===== src/rtl/core/irn_pkg.sv =====
package irn_pkg;

    localparam int unsigned NUM_W    = 12;
    localparam int unsigned CHAR_W   = 8;
    localparam int unsigned IDX_W    = 4;
    localparam int unsigned QUEUE_DEPTH = 2;
    localparam int unsigned QPTR_W   = $clog2(QUEUE_DEPTH);
    localparam int unsigned QCNT_W   = $clog2(QUEUE_DEPTH + 1);

    localparam logic [NUM_W-1:0] VALUE_MAX = 12'd3999;

    // ASCII codes of the Roman letters.
    localparam logic [CHAR_W-1:0] CHAR_I    = 8'h49;
    localparam logic [CHAR_W-1:0] CHAR_V    = 8'h56;
    localparam logic [CHAR_W-1:0] CHAR_X    = 8'h58;
    localparam logic [CHAR_W-1:0] CHAR_L    = 8'h4C;
    localparam logic [CHAR_W-1:0] CHAR_C    = 8'h43;
    localparam logic [CHAR_W-1:0] CHAR_D    = 8'h44;
    localparam logic [CHAR_W-1:0] CHAR_M    = 8'h4D;
    localparam logic [CHAR_W-1:0] CHAR_NONE = 8'h00;

    // One queued number, as offered by the front part to the back part.
    typedef struct packed {
        logic             valid;
        logic [NUM_W-1:0] value;
    } t_job;

    // Value of each pair, from M down to I.
    function automatic logic [NUM_W-1:0] pair_value(input logic [IDX_W-1:0] idx);
        logic [NUM_W-1:0] v;
        case (idx)
            4'd0:    v = 12'd1000;
            4'd1:    v = 12'd900;
            4'd2:    v = 12'd500;
            4'd3:    v = 12'd400;
            4'd4:    v = 12'd100;
            4'd5:    v = 12'd90;
            4'd6:    v = 12'd50;
            4'd7:    v = 12'd40;
            4'd8:    v = 12'd10;
            4'd9:    v = 12'd9;
            4'd10:   v = 12'd5;
            4'd11:   v = 12'd4;
            4'd12:   v = 12'd1;
            default: v = 12'd1;
        endcase
        return v;
    endfunction

    function automatic logic [CHAR_W-1:0] pair_first(input logic [IDX_W-1:0] idx);
        logic [CHAR_W-1:0] c;
        case (idx)
            4'd0:    c = CHAR_M;
            4'd1:    c = CHAR_C;
            4'd2:    c = CHAR_D;
            4'd3:    c = CHAR_C;
            4'd4:    c = CHAR_C;
            4'd5:    c = CHAR_X;
            4'd6:    c = CHAR_L;
            4'd7:    c = CHAR_X;
            4'd8:    c = CHAR_X;
            4'd9:    c = CHAR_I;
            4'd10:   c = CHAR_V;
            4'd11:   c = CHAR_I;
            4'd12:   c = CHAR_I;
            default: c = CHAR_I;
        endcase
        return c;
    endfunction

    // Second letter of a subtractive pair; CHAR_NONE for a single letter.
    function automatic logic [CHAR_W-1:0] pair_second(input logic [IDX_W-1:0] idx);
        logic [CHAR_W-1:0] c;
        case (idx)
            4'd1:    c = CHAR_M;
            4'd3:    c = CHAR_D;
            4'd5:    c = CHAR_C;
            4'd7:    c = CHAR_L;
            4'd9:    c = CHAR_X;
            4'd11:   c = CHAR_V;
            default: c = CHAR_NONE;
        endcase
        return c;
    endfunction

endpackage


===== src/rtl/core/irn_if.sv =====
interface irn_num_if;
    logic                      valid;
    logic                      ready;
    logic [irn_pkg::NUM_W-1:0] number_in;

    modport source (output valid, output number_in, input ready);
    modport sink   (input valid, input number_in, output ready);
endinterface

interface irn_sym_if;
    logic                       valid;
    logic                       ready;
    logic [irn_pkg::CHAR_W-1:0] symbol_char;
    logic                       last_char;

    modport source (output valid, output symbol_char, output last_char, input ready);
    modport sink   (input valid, input symbol_char, input last_char, output ready);
endinterface


===== src/rtl/core/integer_to_roman_numeral_core.sv =====
// A number is queued, then loaded by the greedy sequencer; each letter it emits is
// held in the output register. Throughput: one letter per cycle while the output is
// not stalled; the sequencer emits nothing while it skips a pair or loads a number.
// A two-entry queue lets up to two numbers be accepted while a run is being emitted.
// Reset is synchronous and active low; it empties the queue and the output register.
module integer_to_roman_numeral_core (
    input  logic      i_clk,
    input  logic      i_rst_n,
    irn_num_if.sink   i_num,
    irn_sym_if.source o_sym
);
    import irn_pkg::*;

    t_job job;
    logic pop;

    // Front part: accept, saturate and queue numbers.
    irn_front u_front (
        .i_clk   (i_clk),
        .i_rst_n (i_rst_n),
        .i_num   (i_num),
        .o_job   (job),
        .i_pop   (pop)
    );

    // Back part: emit the letters of one number at a time.
    irn_back u_back (
        .i_clk   (i_clk),
        .i_rst_n (i_rst_n),
        .i_job   (job),
        .o_pop   (pop),
        .o_sym   (o_sym)
    );

endmodule


===== src/rtl/core/irn_front.sv =====
module irn_front (
    input  logic          i_clk,
    input  logic          i_rst_n,
    irn_num_if.sink       i_num,
    output irn_pkg::t_job o_job,
    input  logic          i_pop
);
    import irn_pkg::*;

    logic [NUM_W-1:0]  r_queue [QUEUE_DEPTH];
    logic [QPTR_W-1:0] r_wr_ptr, n_wr_ptr;
    logic [QPTR_W-1:0] r_rd_ptr, n_rd_ptr;
    logic [QCNT_W-1:0] r_count, n_count;
    logic [NUM_W-1:0]  sat_value;
    logic              accept;
    logic              push;
    logic              pop;

    // Saturate the beat; a zero yields no letters and is dropped here.
    assign sat_value = (i_num.number_in > VALUE_MAX) ? VALUE_MAX : i_num.number_in;
    assign i_num.ready = (r_count < QCNT_W'(QUEUE_DEPTH));
    assign accept = i_num.valid && i_num.ready;
    assign push   = accept && (i_num.number_in != '0);
    assign pop    = i_pop && (r_count != '0);

    assign o_job.valid = (r_count != '0);
    assign o_job.value = r_queue[r_rd_ptr];

    // Queue pointers and fill count.
    always_comb begin
        n_wr_ptr = push ? r_wr_ptr + 1'b1 : r_wr_ptr;
        n_rd_ptr = pop  ? r_rd_ptr + 1'b1 : r_rd_ptr;
        n_count  = r_count;
        if (push && !pop) begin
            n_count = r_count + 1'b1;
        end else if (pop && !push) begin
            n_count = r_count - 1'b1;
        end
    end

    always_ff @(posedge i_clk) begin
        if (!i_rst_n) begin
            r_wr_ptr <= '0;
            r_rd_ptr <= '0;
            r_count  <= '0;
        end else begin
            r_wr_ptr <= n_wr_ptr;
            r_rd_ptr <= n_rd_ptr;
            r_count  <= n_count;
        end
    end

    // Queue storage.
    always_ff @(posedge i_clk) begin
        if (push) begin
            r_queue[r_wr_ptr] <= sat_value;
        end
    end

endmodule


===== src/rtl/core/irn_back.sv =====
module irn_back (
    input  logic          i_clk,
    input  logic          i_rst_n,
    input  irn_pkg::t_job i_job,
    output logic          o_pop,
    irn_sym_if.source     o_sym
);
    import irn_pkg::*;

    logic [NUM_W-1:0]  r_rem, n_rem;
    logic [IDX_W-1:0]  r_idx, n_idx;
    logic              r_second, n_second;
    logic              r_busy, n_busy;
    logic              r_out_valid, n_out_valid;
    logic [CHAR_W-1:0] r_out_char, n_out_char;
    logic              r_out_last, n_out_last;

    logic [NUM_W-1:0]  cur_value;
    logic [NUM_W-1:0]  diff;
    logic [CHAR_W-1:0] second_char;
    logic              has_second;
    logic              can_emit;

    assign cur_value   = pair_value(r_idx);
    assign diff        = r_rem - cur_value;
    assign second_char = pair_second(r_idx);
    assign has_second  = (second_char != CHAR_NONE);
    assign can_emit    = !r_out_valid || o_sym.ready;

    // Greedy sequencer: one letter or one pair advance per cycle; a letter waits while the output beat is stalled.
    always_comb begin
        n_rem       = r_rem;
        n_idx       = r_idx;
        n_second    = r_second;
        n_busy      = r_busy;
        n_out_valid = r_out_valid && !o_sym.ready;
        n_out_char  = r_out_char;
        n_out_last  = r_out_last;
        o_pop       = 1'b0;
        if (r_busy) begin
            if (r_second) begin
                if (can_emit) begin
                    n_out_valid = 1'b1;
                    n_out_char  = second_char;
                    n_out_last  = (r_rem == '0);
                    n_second    = 1'b0;
                    n_busy      = (r_rem != '0);
                end
            end else if (r_rem >= cur_value) begin
                if (can_emit) begin
                    n_out_valid = 1'b1;
                    n_out_char  = pair_first(r_idx);
                    n_out_last  = (diff == '0) && !has_second;
                    n_rem       = diff;
                    n_second    = has_second;
                    n_busy      = (diff != '0) || has_second;
                end
            end else begin
                n_idx = r_idx + 1'b1;
            end
        end else if (i_job.valid) begin
            o_pop    = 1'b1;
            n_rem    = i_job.value;
            n_idx    = '0;
            n_second = 1'b0;
            n_busy   = 1'b1;
        end
    end

    always_ff @(posedge i_clk) begin
        if (!i_rst_n) begin
            r_rem       <= '0;
            r_idx       <= '0;
            r_second    <= 1'b0;
            r_busy      <= 1'b0;
            r_out_valid <= 1'b0;
        end else begin
            r_rem       <= n_rem;
            r_idx       <= n_idx;
            r_second    <= n_second;
            r_busy      <= n_busy;
            r_out_valid <= n_out_valid;
        end
    end

    // Output register payload.
    always_ff @(posedge i_clk) begin
        r_out_char <= n_out_char;
        r_out_last <= n_out_last;
    end

    assign o_sym.valid       = r_out_valid;
    assign o_sym.symbol_char = r_out_char;
    assign o_sym.last_char   = r_out_last;

endmodule


===== src/flat_wrapper.sv =====
// flat-port wrapper written by rule: the top's interface ports become plain ports
module integer_to_roman_numeral_core_flat import irn_pkg::*;
  (i_clk, i_rst_n, i_num_valid, i_num_number_in, i_num_ready, o_sym_valid, o_sym_symbol_char, o_sym_last_char, o_sym_ready);
  irn_num_if i_num_i ();
  irn_sym_if o_sym_i ();
  input  logic i_clk;
  input  logic i_rst_n;
  input wire logic [$bits(i_num_i.valid)-1:0] i_num_valid;
  input wire logic [$bits(i_num_i.number_in)-1:0] i_num_number_in;
  output wire logic [$bits(i_num_i.ready)-1:0] i_num_ready;
  output wire logic [$bits(o_sym_i.valid)-1:0] o_sym_valid;
  output wire logic [$bits(o_sym_i.symbol_char)-1:0] o_sym_symbol_char;
  output wire logic [$bits(o_sym_i.last_char)-1:0] o_sym_last_char;
  input wire logic [$bits(o_sym_i.ready)-1:0] o_sym_ready;
  assign i_num_i.valid = i_num_valid;
  assign i_num_i.number_in = i_num_number_in;
  assign i_num_ready = i_num_i.ready;
  assign o_sym_valid = o_sym_i.valid;
  assign o_sym_symbol_char = o_sym_i.symbol_char;
  assign o_sym_last_char = o_sym_i.last_char;
  assign o_sym_i.ready = o_sym_ready;
  integer_to_roman_numeral_core u_core (.i_clk(i_clk), .i_rst_n(i_rst_n), .i_num(i_num_i), .o_sym(o_sym_i));
endmodule

===== config.mk =====
export PLATFORM = sky130hd
export DESIGN_NAME = integer_to_roman_numeral_core_flat
export DESIGN_NICKNAME = d
export VERILOG_FILES = /design/src/rtl/core/irn_pkg.sv /design/src/rtl/core/irn_if.sv /design/src/rtl/core/integer_to_roman_numeral_core.sv /design/src/rtl/core/irn_front.sv /design/src/rtl/core/irn_back.sv /design/src/flat_wrapper.sv
export SDC_FILE = /design/constraint.sdc
export NUM_CORES = 1
export LEC_CHECK = 0
export ABC_CLOCK_PERIOD_IN_PS = 5000
export CORE_UTILIZATION = 68
export DETAILED_ROUTE_END_ITERATION = 16
export DONT_BUFFER_PORTS = 1
export PLACE_DENSITY = 0.84
export SETUP_SLACK_MARGIN = 0.1
export SLEW_MARGIN = 30
export SYNTH_ARGS = -nofsm -noshare
export SYNTH_HDL_FRONTEND = slang
export SYNTH_SLANG_ARGS = --single-unit

===== constraint.sdc =====
create_clock -name i_clk -period 5 [get_ports i_clk]
set_input_delay 0.5 -clock i_clk [delete_from_list [all_inputs] [get_ports i_clk]]
set_output_delay 0.5 -clock i_clk [all_outputs]
set_load 0.1 [all_outputs]

**Word-level counts from Yosys, hierarchy flattened**

Memory sizes are Yosys's and may differ from the RTL's. A register that Yosys moved wholly into a read port is not among the register bits.
Index checks and enable logic that the tools add are counted.

- Bits of input ports: 16
- Word-level logic and storage cells: 105
- RAM bits: 24
- Output and inout bits: 11
- ROM bits: 240
- Flip-flop bits (word level): 32
- Memories kept: 3

- $lt $le $gt $ge: 3
- Reductions and logical operators: 27
- Add/sub/neg operators: 6
- Muxes and demuxes: 46
- Equal/unequal tests: 10

Memories:

| memory | depth | bits a word | read ports | clocked after Yosys merged registers in | write ports | line | source |
|---|---|---|---|---|---|---|---|
| (name not given) | 16 | 10 | 1 | 1 | 0 | irn_pkg.sv:31 | `case (idx)` |
| (name not given) | 16 | 5 | 1 | 1 | 0 | irn_pkg.sv:52 | `case (idx)` |
| u_core.u_front.r_queue | 2 | 12 | 1 | 1 | 1 | irn_front.sv:10 | `logic [NUM_W-1:0] r_queue [QUEUE_DEPTH];` |

Operators by type and width:

| operator | count |
|---|---|
| 12-bit two-way mux | 6 |
| 7-bit case mux with 6 select lines | 1 |
| 12-bit nonzero test | 3 |
| 4-bit two-way mux | 8 |
| 8-bit two-way mux | 4 |
| 1-bit two-way mux | 25 |
| 12-bit logical NOT | 2 |
| 12-bit >= comparator | 1 |
| 12-bit greater-than comparator, second input constant | 1 |
| 12-bit subtractor | 1 |
| 4-bit by 3-bit equality test with 1-bit output, second input constant | 2 |
| 4-bit equality test, second input constant | 2 |
| 2-bit nonzero test | 4 |
| 8-bit nonzero test | 1 |
| 1-bit logical AND | 7 |
| 3-bit AND reduction | 2 |
| 1-bit logical NOT | 5 |
| 4-bit by 1-bit adder with 4-bit output, second input constant | 1 |
| 4-bit by 1-bit equality test with 1-bit output, second input constant | 1 |
| 4-bit by 2-bit equality test with 1-bit output, second input constant | 1 |
| 2-bit two-way mux | 2 |
| 2-bit by 1-bit inequality test with 1-bit output, second input constant | 2 |
| 2-bit inequality test, second input constant | 2 |
| 4-bit AND reduction | 1 |
| other kinds (5) | 7 |

**Longest topological paths before layout**

Gate-level depths: netlist of the first run.

- Depth after elaboration: 8
- Gate-level depth with buffers: 14
- Gate-level depth less buffers: 13

**Cells and area by module**

From an unflattened synthesis of the first run, not the netlist that was laid out.

- Cells, all modules: 394
- Area total of the unflattened synthesis: 3895.0 um2

Modules (own cells, without submodules):

| module | cells each | sequential area each (um2) | instances | area each (um2) |
|---|---|---|---|---|
| irn_back | 310 | 870.8 | 1 | 2643.8 |
| irn_front | 84 | 820.8 | 1 | 1251.2 |

**Least setup slack after synthesis of the first run**

Ideal clock, no wire load.

- Path kind: reg-to-reg
- Start point: reg u_core.u_back.r_rem[0]
- End point: reg, netlist name u_core.u_back.cur_value[2]
- Library setup time: 0.118 ns
- Arrival time: 2.907 ns
- Path buffers: 1
- Cell stages (with the launch flop): 14
- Clock period less this slack: 3.025 ns
- Data required time: 4.882 ns
- Slack: 1.975 ns
- Cell sequence: dfxtp_1 inv_1 ha_1 fa_1 nand2b_1 a211oi_1 o32a_4 buf_2 o2111ai_1 o41ai_2 inv_1 ha_1 mux2i_1 o2bb2ai_1

- Word-level cells in the longest chain between the ends: 5

Ends and longest elaborated chain:

| what | line | source |
|---|---|---|
| from (decl) | irn_back.sv:10 | `logic [NUM_W-1:0] r_rem, n_rem;` |
| from (signal assigned) | irn_back.sv:78 | `r_rem <= n_rem;` |
| 12-bit >= comparator | irn_back.sv:49 | `end else if (r_rem >= cur_value) begin` |
| 2-bit inequality test (no source line) | - |  |
| 3-bit AND reduction (no source line) | - |  |
| 4-bit two-way mux (no source line) (2 in series) | - |  |

Every way passes these cells.
A chain may end at the register's enable or synchronous reset.

==> metrics.txt, run 1 <==
post-synthesis sequential area ratio 45.6%; Clock transition at path regs approximately 0.07 ns; Slew @ Worst Pin 0.965 ns; Non-Filler Instances 443; hold buffers post-CTS 0; clock sink count just under 70; drt first pass iters 5; initial core utilization between 70 and 80%; unrepaired setup endpoints after global routing false; DP Area between 0.003 and 0.004 mm²; sequential share of power 39.8%; post-route clock period utilization 68.1%; clk_lat worst skew around 0.34 ns; max cap viols 0; met2 Use GR 47.0%; mapped cell area 0.00371 mm²; # diodes 0; FF-to-FF setup slack 1.60 ns; Clock Tree Root clkbuf_8; met1 GRT Util 36.7%; DRC Markers 0; minimum clock period 3.40 ns; Die W 75.8 µm; M3 GR Usage between 6 and 7%; DPL Wire Length 5.52 mm; Synth Flop Type dfxtp_1; Critical Path AT 3.64 ns; Clock Skews around 0.0082 ns; main combinational cell family by area after synthesis compound AO/OA/AOI/OAI gates; Crit. End Element register; fillcell total 350; final hold vios 0; Wirelength per Cell between 15 and 20 µm; num ports 27; H-tree depth 3; first-pass GRT wire length 11.9 mm; Comb pwr share 43.5%; nets a little over 400; clock share of power 16.7%; layout cell share with drive strength beyond 1 9.12%; Min Hold Slack 0.251 ns; Pwr Total 2.30 mW; number of standard cells after synthesis roughly 380; WS Path Type register to register; vias in the first global route 2598; CORE AREA 0.00517 mm²; TritonCTS clock tree done; Post-Synth Adder-Cell Area roughly 6.6%; required time of the critical path around 5.2 ns; Sw Share 43.9%; Fmax 0.294 GHz; Post-DRT Antenna Nets 0; Max Transition Viols Final 0; Internal 1.29 mW; wirelength, routed 7.83 mm; xor/xnor cell area share of the yosys netlist 3.31%; CTS buffer count 9; async set or reset register ratio after synthesis 0%; Setup crit start kind register; Overall Global Routing Usage 29.2%; CTS Buffer Depth 2; Iter 0 DRT Violations 275; Die ar. 0.00575 mm²; Leak 1.47 nW; Peak VDD IR 509 µV; via count about 2800; mux contribution to synthesized area 3.34%; Synth Register Bits 69; die height about 76 µm; Core Rows 26; Simple-Gate Fraction of Synth Area 17.0%; largest net degree at the start of global routing 30; via/cell ratio ~6.4; Rel. slew slack 35.6%; Yosys warning count 0; post-CTS setup buffers 0; Cells after DPL between 400 and 500; pwr/cell area roughly 590 mW/mm²; hold crit path type input pin to register; GP Congestion 0.904; number of I/O port buffers 0; CP max FO 15; mean post-synth cell area 9.86 µm²; GRT overflow 0; Gates resized, CTS repair 0; Final TNS setup 0 ns; complex-gate fraction of the synthesized area 19.0%; busiest grt layer met2; P_sw 1.01 mW; Post-synth EDFFs 31; synthesis-to-finish area growth 4.42%; outcome completed; initial antenna violation count 0; Final setup viols 0; Unique masters post-synth between 60 and 70; fin area 0.00387 mm²
[registers in the layout (all words and copies together) (netlist names), named ones only]
register                         flops
u_core.u_front.r_queue              24
u_core.u_back.r_rem                 12
u_core.u_back.cur_value              9
u_core.u_back.o_sym.symbol_char      6
u_core.u_back.r_idx                  4
u_core.u_front.r_count               2
u_core.u_back.o_sym.last_char        1
u_core.u_back.o_sym.valid            1
u_core.u_back.r_busy                 1
u_core.u_back.r_second               1
u_core.u_front.r_rd_ptr              1
u_core.u_front.r_wr_ptr              1
[worst max-delay path: stages (launching register included)]
cell and delay (ns):
dfxtp_1 0.35, inv_1 0.05, ha_1 0.22, fa_1 0.40, nand2b_1 0.18, a211oi_1 0.44, o32a_4 0.35, nor3_1 0.10
nor3_2 0.67, nand2_1 0.22, mux2_2 0.30
[area by class of cell]
cell class,instances,area [µm²],share of cell area [%]
repair buffers,1,7.51,0.194
clock inverters,5,27.5,0.711
well taps,70,87.6,2.26
clock buffers,11,131,3.39
inverters,24,90.1,2.33
multi-input cells,263,1830,47.4
flip-flops and latches,69,1690,43.7
[worst paths after layout]
check,from,to,cells after the start
setup / recovery,u_core.u_back.r_rem[0]$_SDFFE_PN0P_,register,10
hold / removal,i_num_number_in[10],u_core.u_front.r_queue[1][10]$_DFFE_PP_,0
setup reg to reg,u_core.u_back.r_rem[0]$_SDFFE_PN0P_,register,10
hold reg to reg,u_core.u_back.r_rem[0]$_SDFFE_PN0P_,u_core.u_back.r_rem[0]$_SDFFE_PN0P_,2
[metrics by stage]
step,utilization [%],worst slack [ns]
final,74.8,1.60
after global placement,71.7,1.85
after global routing,74.8,1.39
after CTS,74.8,1.65
after floorplan,-,1.98
after detailed placement,71.7,1.71
[power groups by stage]
stage	Combinational, mW	Clock, mW	Sequential, mW
detailed placement	0.967	0	0.928
floorplan	0.802	0	0.878
global route	1.10	0.407	0.933
CTS	0.977	0.384	0.916
finish	1.00	0.384	0.917
global placement	0.937	0	0.923
[routing by layer]
metal / part of all wire, % / vias up
met5: 0 / -
met4: 2.7 / 0
met3: 6.2 / 24
met2: 48 / 134
met1: 43 / 1334
li1: - / 1333
[cell families after synthesis]
family	Yosys count
AO/OA/AOI/OAI	97
adder cells (fa/ha/maj)	19
multiplexers	12
AND/OR/NAND/NOR	119
other	1
buffers and inverters	45
XOR/XNOR	14
flip-flops	69
[cells in the mapped netlist (6+ instances only)]
cell type | count | area (µm²)
o21a_1 | 7 | 52.6
a21oi_1 | 28 | 140
xor2_1 | 8 | 70.1
and2_1 | 6 | 37.5
mux2i_1 | 9 | 90.1
nand2_1 | 19 | 71.3
ha_1 | 18 | 225
o21ai_0 | 11 | 55.1
nor2b_1 | 13 | 81.3
xnor2_1 | 6 | 52.6
a211o_1 | 10 | 87.6
nor2_1 | 34 | 128
dfxtp_1 | 38 | 761
a211oi_1 | 9 | 67.6
edfxtp_1 | 31 | 931
nor3_1 | 6 | 30.0
inv_1 | 23 | 86.3
clkbuf_1 | 14 | 52.6
[placed cells by master (no fill, tap or decap), types with 3 or more instances in the layout]
cell type / n
a211o_1: 10
a211oi_1: 9
a21oi_1: 28
a31oi_1: 3
and2_1: 6
clkbuf_8: 9
clkinv_2: 3
dfxtp_1: 38
edfxtp_1: 31
ha_1: 18
inv_1: 23
mux2i_1: 9
nand2_1: 19
nand2b_1: 4
nand3_1: 5
nand4_1: 4
nor2_1: 34
nor2b_1: 12
nor3_1: 6
nor4_1: 5
o21a_1: 7
o21ai_0: 11
or2_2: 5
or3_1: 4
xnor2_1: 6
xor2_1: 8
No activity file was read; power rests on OpenSTA's default activity.
==> run 2: changes to the inputs <==
- ABC_CLOCK_PERIOD_IN_PS: 5000 -> 2800
- CORE_UTILIZATION: 68 -> 57
- PLACE_DENSITY: 0.84 -> 0.75
- clock period: 5 -> 2.8 ns (I/O delays scaled with it)
==> run 2 against run 1 <==
Against the previous run:
- sequential cell count unchanged
- clock power is 110% higher
- non-clock buffer count rose by 23
- combinational power is 100% higher
- die area up 19%
- clock skew rose by 0.0020 ns
==> metrics.txt, run 2 (synthesis results as in run 1) <==
outcome completed; WS Path Type register to register; most common cell after layout, fill and taps aside dfxtp_1; Post-DRT Antenna Nets 0 (unchanged); fillcell total 505 (+44%); Die ar. 0.00683 mm² (+19%); CORE AREA 0.00631 mm² (+22%); Seq. cell area 0.00169 mm² (+0.15%); clock sink count 69 (unchanged); # diodes 0 (unchanged); num ports 27 (unchanged); CP max FO 11 (-4); Clock Tree Root clkbuf_8; required time of the critical path 3.04 ns (-2.19 ns); Crit. End Element register; GRT overflow 0 (unchanged); Iter 0 DRT Violations 194 (-29%); commonest non-fill, non-tap cells in the layout dfxtp_1, nor2_1, edfxtp_1; pwr/cell area 1050 mW/mm² (+77%); Non-Filler Instances 474 (+7.0%); Die W 82.6 µm (+9.0%); TritonCTS clock tree done; Cells after DPL 450 (+5.4%); synthesis-to-finish area growth 14.4%; number of I/O port buffers 0 (unchanged); unrepaired setup endpoints after global routing true; Hold Path Stages 0 (unchanged); minimum clock period 2.67 ns (-0.734 ns); DPL Wire Length 5.72 mm (+3.8%); min-delay src i_num_number_in[7]; Leak 1.64 nW (+11%); Worst Hold Path EP u_core.u_front.r_queue[0][7]$_DFFE_PP_; FF-to-FF setup slack 0.13 ns (-1.47 ns); Critical Path AT 2.91 ns (-0.73 ns); Fmax 0.374 GHz (+27%); vias in the first global route 2605 (+0.27%); largest net degree at the start of global routing 29 (-3.3%); max reg flops 24 (unchanged); Core Rows 29 (+12%); GP Congestion 0.947 (+4.9%); DRC Markers 0 (unchanged); final hold vios 0 (unchanged); Clock transition at path regs 0.08 ns (about the same); Setup crit start kind register; Slew @ Worst Pin 0.904 ns (-0.0604 ns); multi-input logic area 0.00197 mm² (+7.6%); clk_lat worst skew 0.35 ns (about the same); initial antenna violation count 0 (unchanged); Max Transition Viols Final 0 (unchanged); first-pass GRT wire length 12.4 mm (+4.4%); Peak VDD IR 777 µV (+53%); Wirelength per Cell 17.1 µm (-3.3%); Overall Global Routing Usage 25.1% (-4.1 points); initial core utilization 58.7% (-13 points); Reg-to-Reg Start u_core.u_back.cur_value[7]$_SDFF_PP0_; post-route clock period utilization 95.4% (+27 points); hold crit path type input pin to register; Reg2Reg Depth 9 (-1); drt first pass iters 4 (-1); nets 427 (+6.0%); CTS Buffer Depth 2 (unchanged); Pwr Total 4.45 mW (+93%); wirelength, routed 8.10 mm (+3.4%); Min Hold Slack 0.0190 ns (-0.232 ns); Rel. slew slack 39.8% (+4.2 points); Most flops, register u_core.u_front.r_queue; Final setup viols 0 (unchanged); layout cell share with drive strength beyond 1 19.4% (+10 points); via/cell ratio 5.93 (-7.1%); via count 2809 (-0.57%); CTS buffer count 9 (unchanged); max cap viols 0 (unchanged); Final TNS setup 0 ns (unchanged); H-tree depth 3 (unchanged); die height 82.6 µm (+9.0%); Clock Skews 0.0101 ns (+0.00197 ns)
run 2: worst max path at each step:
stage	startpoint	to	slack, ns
after floorplan	u_core.u_back.r_rem[0]$_SDFFE_PN0P_	u_core.u_back.cur_value[2]$_DFF_P_	0.11
after detailed placement	u_core.u_back.r_rem[0]$_SDFFE_PN0P_	u_core.u_back.cur_value[2]$_DFF_P_	0.03
after global routing	u_core.u_back.r_rem[0]$_SDFFE_PN0P_	register	0.04
final	u_core.u_back.cur_value[7]$_SDFF_PP0_	register	0.13
after CTS	u_core.u_back.r_rem[0]$_SDFFE_PN0P_	u_core.u_back.r_rem[11]$_SDFFE_PN0P_	0.10
after global placement	u_core.u_back.r_rem[0]$_SDFFE_PN0P_	u_core.u_back.cur_value[2]$_DFF_P_	0.07
run 2: area by class of cell:
cell class	count	area share (%)
multi-input combinational	264	46.5
sequential	69	39.9
clock buffer	10	3.01
clock inverter	6	1.50
tap	77	2.27
timing repair buffer	24	4.54
inverter	24	2.18
run 2: metrics by stage:
stage,util (%),setup slack (ns),area [µm²]
2_1_floorplan,-,0.111,3770
3_3_place_gp,61.9,0.0699,3910
3_5_place_dp,61.9,0.0305,3910
4_1_cts,65.6,0.100,4140
5_1_grt,67.2,0.0403,4240
6_report,67.2,0.130,4240
run 2: power by group:
part           switching, mW  total [mW]  internal (mW)  leakage, nW
Sequential             0.297        1.62           1.32        0.594
Combinational           1.21        2.04          0.829        0.950
Clock                  0.389       0.799          0.410       0.0923
Total                   1.90        4.45           2.56         1.64
run 2: worst max-delay path, stage by stage, from the launching register on:
cell	delay, ns
dfxtp_1	0.32
inv_1	0.05
ha_1	0.21
or3_4	0.40
o32a_2	0.45
o31a_1	0.34
o21ai_4	0.21
inv_4	0.11
and2_1	0.18
mux2_1	0.28
run 2: what timing repair did:
action,CTS,global route
setup buffers,3,4
pin swaps,4,2
endpoints found under the setup margin,11,23
gates cloned,1,0
resized for setup,3,13
hold buffers,0,0
run 2: metal layers:
metal	track usage, %	up-vias	share of wire [%]
met2	39.7	83	47
li1	-	1390	-
met1	32.0	1315	45
met3	5.16	21	5.0
met5	0	-	0
met4	14.3	0	2.7
